===== config.mk =====
export PLATFORM = sky130hd
export DESIGN_NAME = c_subset_tokenizer_core
export DESIGN_NICKNAME = d
export VERILOG_FILES = /design/src/sv/cst_pkg.sv /design/src/sv/c_subset_tokenizer_core.sv
export SDC_FILE = /design/constraint.sdc
export NUM_CORES = 1
export LEC_CHECK = 0
export BUFFER_PORTS_ARGS = -buffer_cell sky130_fd_sc_hd__buf_2
export CORE_UTILIZATION = 40
export DETAILED_ROUTE_END_ITERATION = 8
export SLEW_MARGIN = 30
export SYNTH_ARGS = -nofsm -noshare
export SYNTH_HDL_FRONTEND = slang
export SYNTH_SLANG_ARGS = --single-unit

===== constraint.sdc =====
create_clock -name clk -period 3.6 [get_ports clk]
set_input_delay 0.9 -clock clk [delete_from_list [all_inputs] [get_ports clk]]
set_output_delay 0.9 -clock clk [all_outputs]
set_load 0.05 [all_outputs]

===== src/sv/cst_pkg.sv =====
// Shared types and constants for the C subset tokenizer.
// No dependencies; imported by the core and its checker.
package cst_pkg;

    localparam int CST_LINE_BITS   = 16;
    localparam int CST_COL_BITS    = 16;
    localparam int CST_OFFSET_BITS = 24;
    localparam int CST_VALUE_BITS  = 32;

    // result queue depth, power of two so pointers wrap on their own
    localparam int CST_QDEPTH = 4;

    typedef enum logic [3:0] {
        TKN_INT     = 4'd0,
        TKN_RETURN  = 4'd1,
        TKN_NAME    = 4'd2,
        TKN_NUMBER  = 4'd3,
        TKN_ADD     = 4'd4,
        TKN_SUB     = 4'd5,
        TKN_MUL     = 4'd6,
        TKN_DIV     = 4'd7,
        TKN_EQUALS  = 4'd8,
        TKN_PAREN_L = 4'd9,
        TKN_PAREN_R = 4'd10,
        TKN_BRACE_L = 4'd11,
        TKN_BRACE_R = 4'd12,
        TKN_SEMI    = 4'd13,
        TKN_END     = 4'd14,
        TKN_BAD     = 4'd15
    } token_kind_t;

    typedef enum logic [2:0] {
        MODE_IDLE   = 3'b001,
        MODE_IDENT  = 3'b010,
        MODE_NUMBER = 3'b100
    } scan_mode_t;

    // keyword prefix tracker codes
    localparam logic [3:0] KW_DEAD   = 4'd0;
    localparam logic [3:0] KW_I      = 4'd1;
    localparam logic [3:0] KW_IN     = 4'd2;
    localparam logic [3:0] KW_INT    = 4'd3;
    localparam logic [3:0] KW_R      = 4'd4;
    localparam logic [3:0] KW_RE     = 4'd5;
    localparam logic [3:0] KW_RET    = 4'd6;
    localparam logic [3:0] KW_RETU   = 4'd7;
    localparam logic [3:0] KW_RETUR  = 4'd8;
    localparam logic [3:0] KW_RETURN = 4'd9;

    localparam logic [7:0] CH_LF = 8'h0A;

endpackage


===== src/sv/c_subset_tokenizer_core.sv =====
// Streaming tokenizer for a small C subset, one source byte per item.
// The input register takes a new item every cycle while at most two tokens wait in the
// four-entry result queue, since one item can yield two tokens. An item that both ends a
// pending identifier or literal and yields its own token puts both tokens into the queue,
// which hands them to the outputs one after the other. The first token of an item passes
// through the input register and then the result queue before it shows on the outputs;
// output stalls back up through the queue into the input register.
// End of text, a zero byte or an error token halts the block until reset.
// Depends on cst_pkg.
module c_subset_tokenizer_core
    import cst_pkg::*;
#(
    parameter int LINE_BITS   = CST_LINE_BITS,
    parameter int COL_BITS    = CST_COL_BITS,
    parameter int OFFSET_BITS = CST_OFFSET_BITS,
    parameter int VALUE_BITS  = CST_VALUE_BITS
)
(
    input  logic                   clk,
    input  logic                   rst_n,
    input  logic                   in_valid,
    output logic                   in_stall,
    input  logic                   kind,
    input  logic [7:0]             char_byte,
    output logic                   out_valid,
    input  logic                   out_stall,
    output logic [3:0]             token_kind,
    output logic [LINE_BITS-1:0]   token_line,
    output logic [COL_BITS-1:0]    token_column,
    output logic [VALUE_BITS-1:0]  literal_value,
    output logic [OFFSET_BITS-1:0] ident_start,
    output logic [OFFSET_BITS-1:0] ident_length,
    output logic [7:0]             bad_char,
    output logic                   last_of_run
);

    localparam int PTR_W = $clog2(CST_QDEPTH);
    localparam int CNT_W = $clog2(CST_QDEPTH + 1);

    typedef struct packed {
        token_kind_t            kind;
        logic [LINE_BITS-1:0]   line;
        logic [COL_BITS-1:0]    col;
        logic [VALUE_BITS-1:0]  value;
        logic [OFFSET_BITS-1:0] start;
        logic [OFFSET_BITS-1:0] length;
        logic [7:0]             bad;
        logic                   last;
    } tok_t;

    // input register
    logic       in_full_reg;
    logic       kind_reg;
    logic [7:0] char_reg;

    // scanner state
    scan_mode_t             mode_reg, mode_next;
    logic                   halted_reg, halted_next;
    logic [OFFSET_BITS-1:0] pos_reg, pos_next;
    logic [LINE_BITS-1:0]   line_reg, line_next;
    logic [COL_BITS-1:0]    col_reg, col_next;
    logic [LINE_BITS-1:0]   sline_reg, sline_next;
    logic [COL_BITS-1:0]    scol_reg, scol_next;
    logic [OFFSET_BITS-1:0] soff_reg, soff_next;
    logic [OFFSET_BITS-1:0] rlen_reg, rlen_next;
    logic [VALUE_BITS-1:0]  accum_reg, accum_next;
    logic [3:0]             kw_reg, kw_next;

    // result queue
    tok_t             q_mem [CST_QDEPTH];
    logic [PTR_W-1:0] wr_ptr_reg, wr_ptr_next;
    logic [PTR_W-1:0] rd_ptr_reg, rd_ptr_next;
    logic [CNT_W-1:0] count_reg, count_next;
    logic [PTR_W-1:0] wr_ptr_inc;

    logic        go, work;
    logic        is_end, is_letter, is_digit, is_blank, is_punct, is_bad;
    logic        cont_ident, cont_num, cont, pending;
    token_kind_t punct_code;
    logic [3:0]  kw_step;
    logic        has_flush, has_second, pop;
    tok_t        flush_tok, second_tok;

    // ---------------- input stage ----------------
    assign go       = in_full_reg && (count_reg <= CNT_W'(CST_QDEPTH - 2));
    assign in_stall = in_full_reg && !go;

    always_ff @(posedge clk or negedge rst_n)
    begin
        if (!rst_n)
        begin
            in_full_reg <= 1'b0;
        end
        else if (!in_stall)
        begin
            in_full_reg <= in_valid;
        end
    end

    always_ff @(posedge clk)
    begin
        if (!in_stall && in_valid)
        begin
            kind_reg <= kind;
            char_reg <= char_byte;
        end
    end

    // ---------------- classification ----------------
    always_comb
    begin
        is_end    = kind_reg || (char_reg == 8'h00);
        is_letter = (char_reg >= "a" && char_reg <= "z") ||
                    (char_reg >= "A" && char_reg <= "Z") || (char_reg == "_");
        is_digit  = (char_reg >= "0" && char_reg <= "9");
        is_blank  = (char_reg == " ") || (char_reg == 8'h09) ||
                    (char_reg == 8'h0D) || (char_reg == CH_LF);
        is_punct  = 1'b1;
        case (char_reg)
            "+":     punct_code = TKN_ADD;
            "-":     punct_code = TKN_SUB;
            "*":     punct_code = TKN_MUL;
            "/":     punct_code = TKN_DIV;
            "=":     punct_code = TKN_EQUALS;
            "(":     punct_code = TKN_PAREN_L;
            ")":     punct_code = TKN_PAREN_R;
            "{":     punct_code = TKN_BRACE_L;
            "}":     punct_code = TKN_BRACE_R;
            ";":     punct_code = TKN_SEMI;
            default:
            begin
                punct_code = TKN_BAD;
                is_punct   = 1'b0;
            end
        endcase
        is_bad = !is_blank && !is_punct && !is_letter && !is_digit;

        case (kw_reg)
            KW_I:     kw_step = (char_reg == "n") ? KW_IN     : KW_DEAD;
            KW_IN:    kw_step = (char_reg == "t") ? KW_INT    : KW_DEAD;
            KW_R:     kw_step = (char_reg == "e") ? KW_RE     : KW_DEAD;
            KW_RE:    kw_step = (char_reg == "t") ? KW_RET    : KW_DEAD;
            KW_RET:   kw_step = (char_reg == "u") ? KW_RETU   : KW_DEAD;
            KW_RETU:  kw_step = (char_reg == "r") ? KW_RETUR  : KW_DEAD;
            KW_RETUR: kw_step = (char_reg == "n") ? KW_RETURN : KW_DEAD;
            default:  kw_step = KW_DEAD;
        endcase

        pending    = (mode_reg != MODE_IDLE);
        cont_ident = (mode_reg == MODE_IDENT) && (is_letter || is_digit);
        cont_num   = (mode_reg == MODE_NUMBER) && is_digit;
        cont       = !is_end && (cont_ident || cont_num);
        work       = go && !halted_reg;
        has_flush  = work && pending && !cont;
        has_second = work && (is_end || (!cont && (is_punct || is_bad)));
    end

    // ---------------- token build ----------------
    always_comb
    begin
        flush_tok = '0;
        if (mode_reg == MODE_IDENT)
        begin
            flush_tok.kind   = (kw_reg == KW_INT)    ? TKN_INT :
                               (kw_reg == KW_RETURN) ? TKN_RETURN : TKN_NAME;
            flush_tok.start  = soff_reg;
            flush_tok.length = rlen_reg;
        end
        else
        begin
            flush_tok.kind  = TKN_NUMBER;
            flush_tok.value = accum_reg;
        end
        flush_tok.line = sline_reg;
        flush_tok.col  = scol_reg;
        flush_tok.last = !has_second;

        second_tok      = '0;
        second_tok.line = line_reg;
        second_tok.col  = col_reg;
        second_tok.last = 1'b1;
        if (is_end)
        begin
            second_tok.kind = TKN_END;
        end
        else if (is_punct)
        begin
            second_tok.kind = punct_code;
        end
        else
        begin
            second_tok.kind = TKN_BAD;
            second_tok.bad  = char_reg;
        end
    end

    // ---------------- scanner state update ----------------
    always_comb
    begin
        mode_next   = mode_reg;
        halted_next = halted_reg;
        pos_next    = pos_reg;
        line_next   = line_reg;
        col_next    = col_reg;
        sline_next  = sline_reg;
        scol_next   = scol_reg;
        soff_next   = soff_reg;
        rlen_next   = rlen_reg;
        accum_next  = accum_reg;
        kw_next     = kw_reg;

        if (work)
        begin
            if (is_end)
            begin
                mode_next   = MODE_IDLE;
                halted_next = 1'b1;
            end
            else
            begin
                if (cont_ident)
                begin
                    kw_next = kw_step;
                    if (rlen_reg != {OFFSET_BITS{1'b1}})
                        rlen_next = rlen_reg + 1'b1;
                end
                else if (cont_num)
                begin
                    // x*10 as two shifts; wraps at the value width
                    accum_next = VALUE_BITS'(accum_reg << 3) + VALUE_BITS'(accum_reg << 1)
                               + VALUE_BITS'(char_reg[3:0]);
                end
                else
                begin
                    mode_next = MODE_IDLE;
                    if (is_letter)
                    begin
                        mode_next  = MODE_IDENT;
                        sline_next = line_reg;
                        scol_next  = col_reg;
                        soff_next  = pos_reg;
                        rlen_next  = OFFSET_BITS'(1);
                        kw_next    = (char_reg == "i") ? KW_I :
                                     (char_reg == "r") ? KW_R : KW_DEAD;
                    end
                    else if (is_digit)
                    begin
                        mode_next  = MODE_NUMBER;
                        sline_next = line_reg;
                        scol_next  = col_reg;
                        accum_next = VALUE_BITS'(char_reg[3:0]);
                    end
                    else if (is_bad)
                    begin
                        halted_next = 1'b1;
                    end
                end

                // every non-end byte advances position
                pos_next = pos_reg + 1'b1;
                if (char_reg == CH_LF)
                begin
                    if (line_reg != {LINE_BITS{1'b1}})
                        line_next = line_reg + 1'b1;
                    col_next = COL_BITS'(1);
                end
                else if (col_reg != {COL_BITS{1'b1}})
                begin
                    col_next = col_reg + 1'b1;
                end
            end
        end
    end

    always_ff @(posedge clk or negedge rst_n)
    begin
        if (!rst_n)
        begin
            mode_reg   <= MODE_IDLE;
            halted_reg <= 1'b0;
            pos_reg    <= '0;
            line_reg   <= LINE_BITS'(1);
            col_reg    <= COL_BITS'(1);
            sline_reg  <= LINE_BITS'(1);
            scol_reg   <= COL_BITS'(1);
            soff_reg   <= '0;
            rlen_reg   <= '0;
            accum_reg  <= '0;
            kw_reg     <= KW_DEAD;
        end
        else
        begin
            mode_reg   <= mode_next;
            halted_reg <= halted_next;
            pos_reg    <= pos_next;
            line_reg   <= line_next;
            col_reg    <= col_next;
            sline_reg  <= sline_next;
            scol_reg   <= scol_next;
            soff_reg   <= soff_next;
            rlen_reg   <= rlen_next;
            accum_reg  <= accum_next;
            kw_reg     <= kw_next;
        end
    end

    // ---------------- result queue ----------------
    assign pop        = out_valid && !out_stall;
    assign wr_ptr_inc = wr_ptr_reg + 1'b1;

    always_comb
    begin
        wr_ptr_next = wr_ptr_reg + PTR_W'(has_flush) + PTR_W'(has_second);
        rd_ptr_next = rd_ptr_reg + PTR_W'(pop);
        count_next  = count_reg + CNT_W'(has_flush) + CNT_W'(has_second) - CNT_W'(pop);
    end

    always_ff @(posedge clk or negedge rst_n)
    begin
        if (!rst_n)
        begin
            wr_ptr_reg <= '0;
            rd_ptr_reg <= '0;
            count_reg  <= '0;
        end
        else
        begin
            wr_ptr_reg <= wr_ptr_next;
            rd_ptr_reg <= rd_ptr_next;
            count_reg  <= count_next;
        end
    end

    always_ff @(posedge clk)
    begin
        if (has_flush)
            q_mem[wr_ptr_reg] <= flush_tok;
        if (has_second)
            q_mem[has_flush ? wr_ptr_inc : wr_ptr_reg] <= second_tok;
    end

    assign out_valid     = (count_reg != '0);
    assign token_kind    = q_mem[rd_ptr_reg].kind;
    assign token_line    = q_mem[rd_ptr_reg].line;
    assign token_column  = q_mem[rd_ptr_reg].col;
    assign literal_value = q_mem[rd_ptr_reg].value;
    assign ident_start   = q_mem[rd_ptr_reg].start;
    assign ident_length  = q_mem[rd_ptr_reg].length;
    assign bad_char      = q_mem[rd_ptr_reg].bad;
    assign last_of_run   = q_mem[rd_ptr_reg].last;

endmodule


==> out/results.tsv, run 1 <==
stage	metric	value	unit
route	drtAntennaViolNets	0	
layout	drive_above_1_share	20.3	%
timing	fmax	0.286	GHz
layout	largest_reg_flops	500	
global_route	grt_use_total	22.1	%
global_route	grt_pass1_vias	25100	
clock_tree	path_clk_slew	0.06	ns
route	wirelength	97100	um
pwr	p_comb_share	27.9	%
global_route	antenna_found_initial	5	
placed_design	io_buffers	139	
timing	period_share	97.2	%
pwr	power_density	607	mW/mm2
pwr	p_leak	16.4	nW
timing	hold_viol	0	
placed_design	place_congestion	0.852	
placed_design	dp_hpwl	58100	um
route	drt_first_iter_violations	2049	
logic_synthesis	synth_edf_count	185	
run_status	status	finished clean	
clock_tree	cts_sinks	693	
global_route	grt_pass1_wl	151000	um
pwr	p_int	15.2	mW
worst_hold_path	hold_class	primary input to asynchronous set/reset pin	
logic_synthesis	syn-cell-area	0.0346	mm2
floorplanning	dieArea	0.0876	mm2
route	vias	25600	
timing	max_slew_margin	29.8	%
logic_synthesis	ys_warn_count	0	
critical_path	critPathCaptureType	output pin	
clock_tree	insertion_delay	0.64	ns
layout	final_core_util	45.9	%
critical_path	crit_path_start_kind	flip-flop	
timing	worstMarginPinSlew	1.05	ns
floorplanning	start_util	40.5	%
route	via_per_inst	5.73	
critical_path	crit_arrival	2.60	ns
pwr	power.switching	8.57	mW
floorplanning	io_pins	140	
route	first_pass_iters	6	
logic_synthesis	synthCells	3194	
timing	finalCriticalPeriod	3.50	ns
pwr	pwr-share-clk	35.5	%
critical_path	worstSetupPathType	flip-flop to output pin	
timing	fin_tns_setup	0	ns
timing	fin_skew	0.0330	ns
floorplanning	core_area	0.0854	mm2
timing	setup_viol	0	
clock_tree	htreeDepth	3	
route	routedWlPerCell	21.7	um
global_route	grt_max_degree	136	
layout	syn2layout_area_growth	13.5	%
logic_synthesis	ys_seq_area_share	48.2	%
pwr	design_power_total	23.8	mW
floorplanning	die_h	296	um
floorplanning	die_w	296	um
floorplanning	std_cell_rows	107	
pwr	swShare	36.0	%
clock_tree	cts-root-buf	clkbuf_16	
flow_run	cap_violations	0	
logic_synthesis	syn-num-nets	3281	
timing	rsz0062_at_grt	no	
logic_synthesis	synthFlopType	dfxtp_1	
pwr	irDropWorstVdd	0.550	mV
layout	fin_nets	3338	
global_route	overflow	0	
logic_synthesis	syn_avg_cell_area	10.8	um2
layout	fillers	8019	
critical_path	cp_data_required_time	2.70	ns
route	drc_errors	0	
clock_tree	numCtsBuffers	79	
critical_path	crit_fanout	34	
clock_tree	clockBufferDepth	3	
logic_synthesis	synth_cell_types	86	
clock_tree	cts_tree	built	
pwr	pwr-share-seq	36.5	%
logic_synthesis	synth-seq-cells	693	
logic_synthesis	synth-async-reset-ratio	26.6	%
timing	slew_viol_final	0	
-- power groups by stage --
stage               sequential, mW  clock [mW]  combinational [mW]
detailed placement            8.88           0                6.52
floorplan                     8.63           0                4.44
CTS                           8.70        8.63                6.62
global route                  8.73        8.95                6.94
global placement              8.88           0                6.44
finish                        8.70        8.47                6.65
-- through the flow --
stage | hold slack [ns] | instance area (um2) | std cells | setup WS, ns
finish | 0.266 | 39200 | 4466 | 0.101
floorplan | 0.431 | 34600 | 3194 | 0.0678
global placement | 0.440 | 36300 | 4307 | 0.235
detailed placement | 0.447 | 36400 | 4311 | 0.289
global route | 0.291 | 39200 | 4464 | 0.0314
CTS | 0.259 | 39200 | 4460 | 0.0468
-- synthesized netlist by cell type, types with 9 or more instances --
library cell,instances,area share (%)
dfxtp_1,324,19
nand2_1,276,3.0
nor2_1,268,2.9
o21ai_0,218,3.2
mux2i_1,192,5.6
nand3_1,187,2.7
edfxtp_1,185,16
dfrtp_1,179,13
clkbuf_1,161,1.7
o2111ai_1,136,3.4
mux4_2,125,8.1
a21oi_2,107,2.7
and2_1,71,1.3
a21oi_1,70,1.0
and3_1,70,1.3
ha_1,69,2.5
xnor2_1,61,1.5
inv_1,54,0.59
buf_6,48,1.6
nand4_1,31,0.56
mux2_2,29,0.94
buf_2,22,0.32
nor3_1,22,0.32
buf_1,20,0.22
o21ai_1,20,0.29
xor2_1,17,0.43
a21o_1,16,0.35
a31oi_1,13,0.24
o31ai_1,13,0.28
or3_1,12,0.22
a211oi_1,11,0.24
and4_1,11,0.28
buf_4,9,0.20
nor2b_1,9,0.16
o211ai_1,9,0.20
-- cell usage in the layout (no fill, tap or decap), types with 20 or more instances in the layout --
cell	n
a21oi_1	70
a21oi_2	107
and2_1	71
and3_1	70
buf_12	25
buf_2	138
buf_4	69
clkbuf_1	26
clkbuf_16	83
dfrtp_1	177
dfxtp_1	324
edfxtp_1	185
ha_1	65
inv_1	54
mux2_2	29
mux2i_1	192
mux4_2	125
nand2_1	272
nand3_1	186
nand4_1	31
nor2_1	267
nor3_1	22
o2111ai_1	136
o21ai_0	218
o21ai_1	20
xnor2_1	61
-- cell families after synthesis --
family                     after synthesis  synth area share, %
AOI/OAI and AO/OA                      671                 13.6
xor gates and xnor gates                78                 1.98
adders and majority gates               74                 2.79
buffers and inverters                  317                 4.73
DFF                                    693                 48.2
muxes                                  347                 14.7
and+or+nand+nor                       1014                 14.0
-- layer usage --
layer	GRT usage [%]	routed length [um]	vias to the layer above
li1	-	-	11900
met1	30.7	43500	12800
met2	35.8	46300	757
met3	3.04	5060	142
met4	6.39	2140	0
met5	0	0	-
-- worst paths after layout --
kind                       depth (start not counted)           from             to  slack [ns]
hold / removal                                     1          rst_n    soff_reg[8]        0.27
hold reg to reg                                    2   q_mem[1][75]   q_mem[1][75]        0.45
min in group clk                                   1   char_byte[7]    char_reg[7]        0.45
setup reg to reg                                  11    char_reg[3]   q_mem[3][32]        0.25
setup / recovery                                   3  rd_ptr_reg[0]  token_kind[3]        0.10
max in group asynchronous                          2          rst_n   sline_reg[0]        2.49
-- critical path, stage by stage (launching register included) --
cell     delay (ns)
dfrtp_4        0.71
buf_12         0.35
mux4_2         0.63
buf_2          0.25
-- final cells by class --
type                    count  area [um2]  share of cell area, %
repair buffers            238        1830                   4.67
inverters                  55         211                  0.539
diodes                      4        10.0                 0.0255
flip-flops and latches    693       16700                   42.5
well taps                1144        1430                   3.65
clock inverters            28         437                   1.11
clock buffers             120        2330                   5.93
multi-input cells        2184       16300                   41.6
-- what timing repair did --
action                                  in CTS  in global routing
buffers inserted                             1                  0
hold buffers                                 0                  0
gates resized for setup                      0                  1
endpoints found under the setup margin      58                  2
No activity file was read; power rests on OpenSTA's default activity.
==> inputs of run 2 (changes only) <==
--- a/config.mk
+++ b/config.mk
@@ -7,7 +7,10 @@
 export LEC_CHECK = 0
 export BUFFER_PORTS_ARGS = -buffer_cell sky130_fd_sc_hd__buf_2
 export CORE_UTILIZATION = 40
+export CTS_CLUSTER_DIAMETER = 60
+export CTS_CLUSTER_SIZE = 30
 export DETAILED_ROUTE_END_ITERATION = 8
+export SETUP_SLACK_MARGIN = 0.4
 export SLEW_MARGIN = 30
 export SYNTH_ARGS = -nofsm -noshare
 export SYNTH_HDL_FRONTEND = slang
==> run 2 against run 1 <==
  * Via count increased by 1.2%
  * Largest power group unchanged
  * Largest cell class unchanged
  * Sequential power decreased by 1%
  * Critical path type unchanged
  * Fmax increased by 8.6%
==> out/results.tsv, run 2 (synthesis gave the netlist of run 1 again) <==
stage	metric	value	unit	change
floorplanning	std_cell_rows	107		unchanged
route	routedWlPerCell	22.5	um	+3.3%
timing	rsz0062_at_grt	yes		
layout	final_cell_mix	dfxtp_1 (324), nand2_1 (272), nor2_1 (266)		
route	first_pass_iters	6		unchanged
route	drc_errors	0		unchanged
timing	hold_ws	0.331	ns	+0.0651 ns
clock_tree	clockBufferDepth	3		unchanged
layout	largest_reg_flops	500		unchanged
layout	n_antenna_cell	0		-4
critical_path	path_cells	buf_12, buf_12, buf_16, mux4_2, clkbuf_4		
pwr	power_density	591	mW/mm2	-2.6%
timing	setup_viol	0		unchanged
floorplanning	start_util	40.5	%	unchanged
pwr	irDropWorstVdd	0.524	mV	-4.7%
route	wirelength	100000	um	+3.3%
route	drt_first_iter_violations	2336		+14%
timing	max_slew_margin	28.7	%	-1.2 points
route	drtAntennaViolNets	0		unchanged
clock_tree	htreeDepth	3		unchanged
layout	syn2layout_area_growth	14.5	%	
placed_design	place_congestion	0.842		-1.2%
critical_path	worstSetupPathType	flip-flop to output pin		
route	vias	25900		+1.2%
clock_tree	path_clk_slew	0.09	ns	+0.03 ns
layout	fin_nets	3355		+0.51%
global_route	grt_pass1_wl	151000	um	-0.14%
critical_path	crit_family	buffers and inverters		
clock_tree	postCtsHoldBufs	0		unchanged
critical_path	crit_fanout	20		-41%
layout	multi_input_area	0.0164	mm2	+0.49%
global_route	overflow	0		unchanged
clock_tree	cts-root-buf	clkbuf_16		
run_status	status	finished clean		
floorplanning	core_area	0.0854	mm2	unchanged
timing	period_share	89.5	%	-7.7 points
clock_tree	cts_sinks	693		unchanged
clock_tree	insertion_delay	0.64	ns	about the same
timing	finalCriticalPeriod	3.22	ns	-0.277 ns
timing	fin_tns_setup	0	ns	unchanged
timing	slew_viol_final	0		unchanged
critical_path	crit_path_start_kind	flip-flop		
timing	fin_skew	0.0377	ns	+0.00474 ns
clock_tree	cts_tree	built		
layout	seq_area	0.0167	mm2	unchanged
global_route	grt_pass1_vias	25000		-0.24%
floorplanning	die_w	296	um	unchanged
timing	worstMarginPinSlew	1.07	ns	+0.0174 ns
pwr	p_leak	16.5	nW	+0.65%
floorplanning	dieArea	0.0876	mm2	unchanged
worst_hold_path	hold_class	primary input to asynchronous set/reset pin		
route	via_per_inst	5.80		+1.2%
global_route	grt_max_degree	100		-26%
flow_run	cap_violations	0		unchanged
global_route	grt_use_total	22.1	%	about the same
critical_path	critPathCaptureType	output pin		
floorplanning	die_h	296	um	unchanged
placed_design	dp_hpwl	58800	um	+1.3%
critical_path	crit_path_top_delay_cell	mux4_2		
timing	hold_viol	0		unchanged
critical_path	worst_path_largest_cell_delay	0.58	ns	-0.13 ns
critical_path	cp_data_required_time	2.70	ns	about the same
critical_path	crit_arrival	2.32	ns	-0.28 ns
timing	fmax	0.310	GHz	+8.6%
global_route	antenna_found_initial	1		-4
clock_tree	numCtsBuffers	66		-16%
layout	layout_commonest_cell	dfxtp_1		
layout	fillers	8007		-0.15%
critical_path	critPathMostFrequentCell	buf_12		
floorplanning	io_pins	140		unchanged
critical_path	path_buf_inv	4		+2
layout	drive_above_1_share	21.4	%	+1.0 points
placed_design	io_buffers	139		unchanged
layout	final_core_util	46.3	%	+0.39 points
[run 2: cell count changes in the layout (fill, tap and decap cells not counted), sizes merged]
cell | previous run | this run
clkbuf | 121 | 94
inv | 56 | 80
buf | 237 | 251
bufinv | 7 | 1
diode | 4 | 0
clkinvlp | 2 | 0
bufbuf | 0 | 1
[run 2: per-stage QoR]
stage          power [mW]  cell area (um2)  worst slack (ns)  cells
2_1_floorplan        13.1            34700             0.415   3194
3_3_place_gp         15.2            36500             0.346   4314
3_5_place_dp         15.3            36500             0.317   4314
4_1_cts              23.2            39200             0.321   4449
5_1_grt              24.2            39600             0.312   4466
6_report             23.4            39600             0.379   4466
[run 2: metal layers]
layer / vias to the layer above / track usage [%] / share of wire [%]
li1: 12000 / - / -
met1: 13000 / 30.6 / 45
met2: 850 / 35.9 / 47
met3: 134 / 3.12 / 6.1
met4: 0 / 6.31 / 2.3
met5: - / 0 / 0
[run 2: layout make-up]
cell class / instances / area share, %
clock buffer: 78 / 4.50
clock inverter: 44 / 1.38
inverter: 55 / 0.541
multi-input combinational: 2184 / 41.5
sequential: 693 / 42.1
tap: 1144 / 3.62
timing repair buffer: 268 / 6.39
[run 2: path summary, 6_finish.rpt]
path	startpoint	end	slack (ns)	cells after the start
setup / recovery	rd_ptr_reg[0]	token_line[4]	0.38	5
hold / removal	rst_n	soff_reg[8]	0.33	1
setup reg to reg	char_reg[4]	q_mem[1][116]	0.48	8
hold reg to reg	q_mem[1][84]	q_mem[1][84]	0.46	2
max in group asynchronous	rst_n	scol_reg[0]	2.41	2
min in group clk	q_mem[1][84]	q_mem[1][84]	0.46	2
[run 2: power by group]
| part | total, mW | switching, mW | internal, mW | leakage [nW] |
|---|---|---|---|---|
| combinational | 7.34 | 5.07 | 2.27 | 8.57 |
| sequential | 8.59 | 0.266 | 8.33 | 6.76 |
| clock | 7.47 | 3.58 | 3.88 | 1.14 |
| total | 23.4 | 8.92 | 14.5 | 16.5 |
[run 2: worst register-to-register path, cell delays in order (launching register included)]
cell,delay [ns]
edfxtp_1,0.44
or4_4,0.58
a21oi_4,0.19
nor3_2,0.08
o21a_4,0.25
or4_4,0.55
a21o_2,0.27
nand2_4,0.07
buf_12,0.29
[run 2: timing repair]
item,in CTS,in global routing
pin swaps,0,6
gates cloned,5,6
buffers inserted,8,10
gates resized for setup,33,43
setup endpoints to repair,170,602
==> inputs of run 3 (changes only) <==
--- a/config.mk
+++ b/config.mk
@@ -10,6 +10,7 @@
 export CTS_CLUSTER_DIAMETER = 60
 export CTS_CLUSTER_SIZE = 30
 export DETAILED_ROUTE_END_ITERATION = 8
+export REMOVE_ABC_BUFFERS = 1
 export SETUP_SLACK_MARGIN = 0.4
 export SLEW_MARGIN = 30
 export SYNTH_ARGS = -nofsm -noshare
==> constraint.sdc (replaced) <==
create_clock -name clk -period 3.17 [get_ports clk]
set_input_delay 0.7925 -clock clk [delete_from_list [all_inputs] [get_ports clk]]
set_output_delay 0.7925 -clock clk [all_outputs]
set_load 0.05 [all_outputs]
==> run 3 against run 2 <==
  * The flow now finishes with violations (setup timing)
  * Critical path depth did not move
  * Utilization rose by 6.6 points
  * Power rose by 21%
==> out/results.tsv, run 3 (synthesis gave the netlist of run 1 again) <==
stage	metric	value	unit	change
run_status	status	finished, violations left		
run_status	violations	setup timing		
flow_run	cap_violations	0		unchanged
critical_path	worst_path_largest_cell_delay	0.55	ns	-0.03 ns
pwr	design_power_total	28.4	mW	+21%
global_route	antenna_found_initial	1		unchanged
route	first_pass_iters	5		-1
layout	seq_area	0.0167	mm2	about the same
timing	worstMarginPinSlew	1.19	ns	+0.122 ns
clock_tree	cts-root-buf	clkbuf_16		
timing	finalCriticalPeriod	3.17	ns	
route	drt_first_iter_violations	2531		+8.3%
layout	layout_commonest_cell	dfxtp_1		
route	routedWlPerCell	23.9	um	+6.4%
critical_path	worstSetupPathType	flip-flop to output pin		
timing	setup_ws	-0.00198	ns	-0.381 ns
layout	multi_input_area	0.0177	mm2	+7.9%
timing	setup_viol	1		+1
critical_path	cp_data_required_time	2.38	ns	-0.32 ns
critical_path	crit_arrival	2.38	ns	+0.06 ns
layout	fin_nets	3559		+6.1%
global_route	grt_pass1_wl	163000	um	+8.2%
clock_tree	cts_tree	built		
clock_tree	path_clk_slew	0.09	ns	about the same
worst_hold_path	hold_class	primary input to asynchronous set/reset pin		
clock_tree	cts_sinks	693		unchanged
route	vias	27600		+6.6%
route	via_per_inst	5.92		+2.1%
critical_path	crit_path_top_delay_cell	mux4_2		
route	wirelength	111000	um	+11%
pwr	p_leak	18.4	nW	+12%
timing	max_slew_margin	20.5	%	-8.1 points
global_route	grt_max_degree	71		-29%
critical_path	path_cells	buf_12, buf_12, clkbuf_16, mux4_2, buf_8		
global_route	grt_use_total	24.1	%	+2.0 points
layout	final_cell_mix	dfxtp_1 (324), nand2_1 (271), nor2_1 (245)		
clock_tree	clockBufferDepth	3		unchanged
critical_path	critPathCaptureType	output pin		
critical_path	crit_fanout	5		-75%
route	drc_errors	0		unchanged
layout	syn2layout_area_growth	30.7	%	
pwr	irDropWorstVdd	0.778	mV	+48%
placed_design	dp_hpwl	59300	um	+0.83%
layout	fillers	7238		-9.6%
floorplanning	start_util	40.5	%	unchanged
layout	drive_above_1_share	31.3	%	+9.9 points
critical_path	path_buf_inv	4		unchanged
floorplanning	io_pins	140		unchanged
floorplanning	core_area	0.0854	mm2	unchanged
placed_design	place_congestion	0.837		-0.53%
critical_path	crit_family	buffers and inverters		
timing	hold_viol	0		unchanged
timing	fin_tns_setup	-0.00198	ns	-0.00198 ns
pwr	power_density	628	mW/mm2	+6.2%
layout	largest_reg_flops	500		unchanged
timing	fin_skew	0.0524	ns	+0.0146 ns
floorplanning	die_w	296	um	unchanged
global_route	overflow	0		unchanged
clock_tree	numCtsBuffers	56		-15%
floorplanning	die_h	296	um	unchanged
clock_tree	insertion_delay	0.67	ns	+0.03 ns
route	drtAntennaViolNets	0		unchanged
placed_design	io_buffers	139		unchanged
clock_tree	htreeDepth	2		-1
timing	period_share	100	%	
clock_tree	postCtsHoldBufs	0		unchanged
timing	rsz0062_at_grt	yes		
timing	fmax	0.315	GHz	
timing	slew_viol_final	0		unchanged
critical_path	critPathMostFrequentCell	buf_12		
global_route	grt_pass1_vias	26700		+6.6%
floorplanning	dieArea	0.0876	mm2	unchanged
floorplanning	std_cell_rows	107		unchanged
critical_path	crit_path_start_kind	flip-flop		
## run 3: cell count changes in the layout (fill, tap and decap cells not counted), sizes merged
cell	previous run	this run
clkbuf	94	78
diode	0	1
clkinv	18	15
buf	251	463
inv	80	83
clkinvlp	0	1
bufbuf	1	2
## run 3: cell type report
cell class | count | area share (%)
clock inverter | 45 | 1.44
multi-input combinational | 2184 | 39.2
inverter | 55 | 0.485
antenna | 1 | 0.00554
clock buffer | 61 | 3.23
tap | 1144 | 3.17
timing repair buffer | 482 | 15.6
sequential | 693 | 36.9
## run 3: layer usage
metal	wire length, um	global-route usage (%)	vias up
met5	0	0	-
met4	4060	7.35	0
met3	7990	3.48	258
met2	52600	39.0	1146
met1	46800	33.5	13800
li1	-	-	12400
## run 3: path summary, 6_finish.rpt
path                            cells after the start          start  slack (ns)        endpoint
worst max-delay path                                5  rd_ptr_reg[0]      -0.002  ident_start[4]
worst min-delay path                                1          rst_n        0.06    scol_reg[10]
worst max register to register                     12    char_reg[1]        0.05    q_mem[0][19]
worst min register to register                      2   q_mem[1][84]        0.46    q_mem[1][84]
max in group asynchronous                           2          rst_n        2.38     pos_reg[19]
min in group clk                                    1           kind        0.33        kind_reg
## run 3: repair_timing
action	CTS	global route
resized for setup	451	401
buffers inserted	79	33
gates cloned	46	21
pin swaps	33	104
endpoints found under the setup margin	827	906
## run 3: stage by stage
step | instances | instance area [um2] | hold WS, ns | util [%] | setup slack, ns
2_1_floorplan | 2932 | 33100 | 0.433 | - | -8.00
3_3_place_gp | 4379 | 37200 | 0.440 | 43.5 | 0.0650
3_5_place_dp | 4379 | 37200 | 0.446 | 43.5 | 0.0722
4_1_cts | 4610 | 42900 | 0.0718 | 50.3 | -0.0143
5_1_grt | 4665 | 45200 | 0.0856 | 52.9 | -0.0428
6_report | 4665 | 45200 | 0.0630 | 52.9 | -0.00198
## run 3: power breakdown
group,switching (mW),total [mW],internal (mW)
clock,4.12,7.91,3.79
combinational,6.66,10.7,4.08
sequential,0.275,9.73,9.45
total,11.1,28.4,17.3
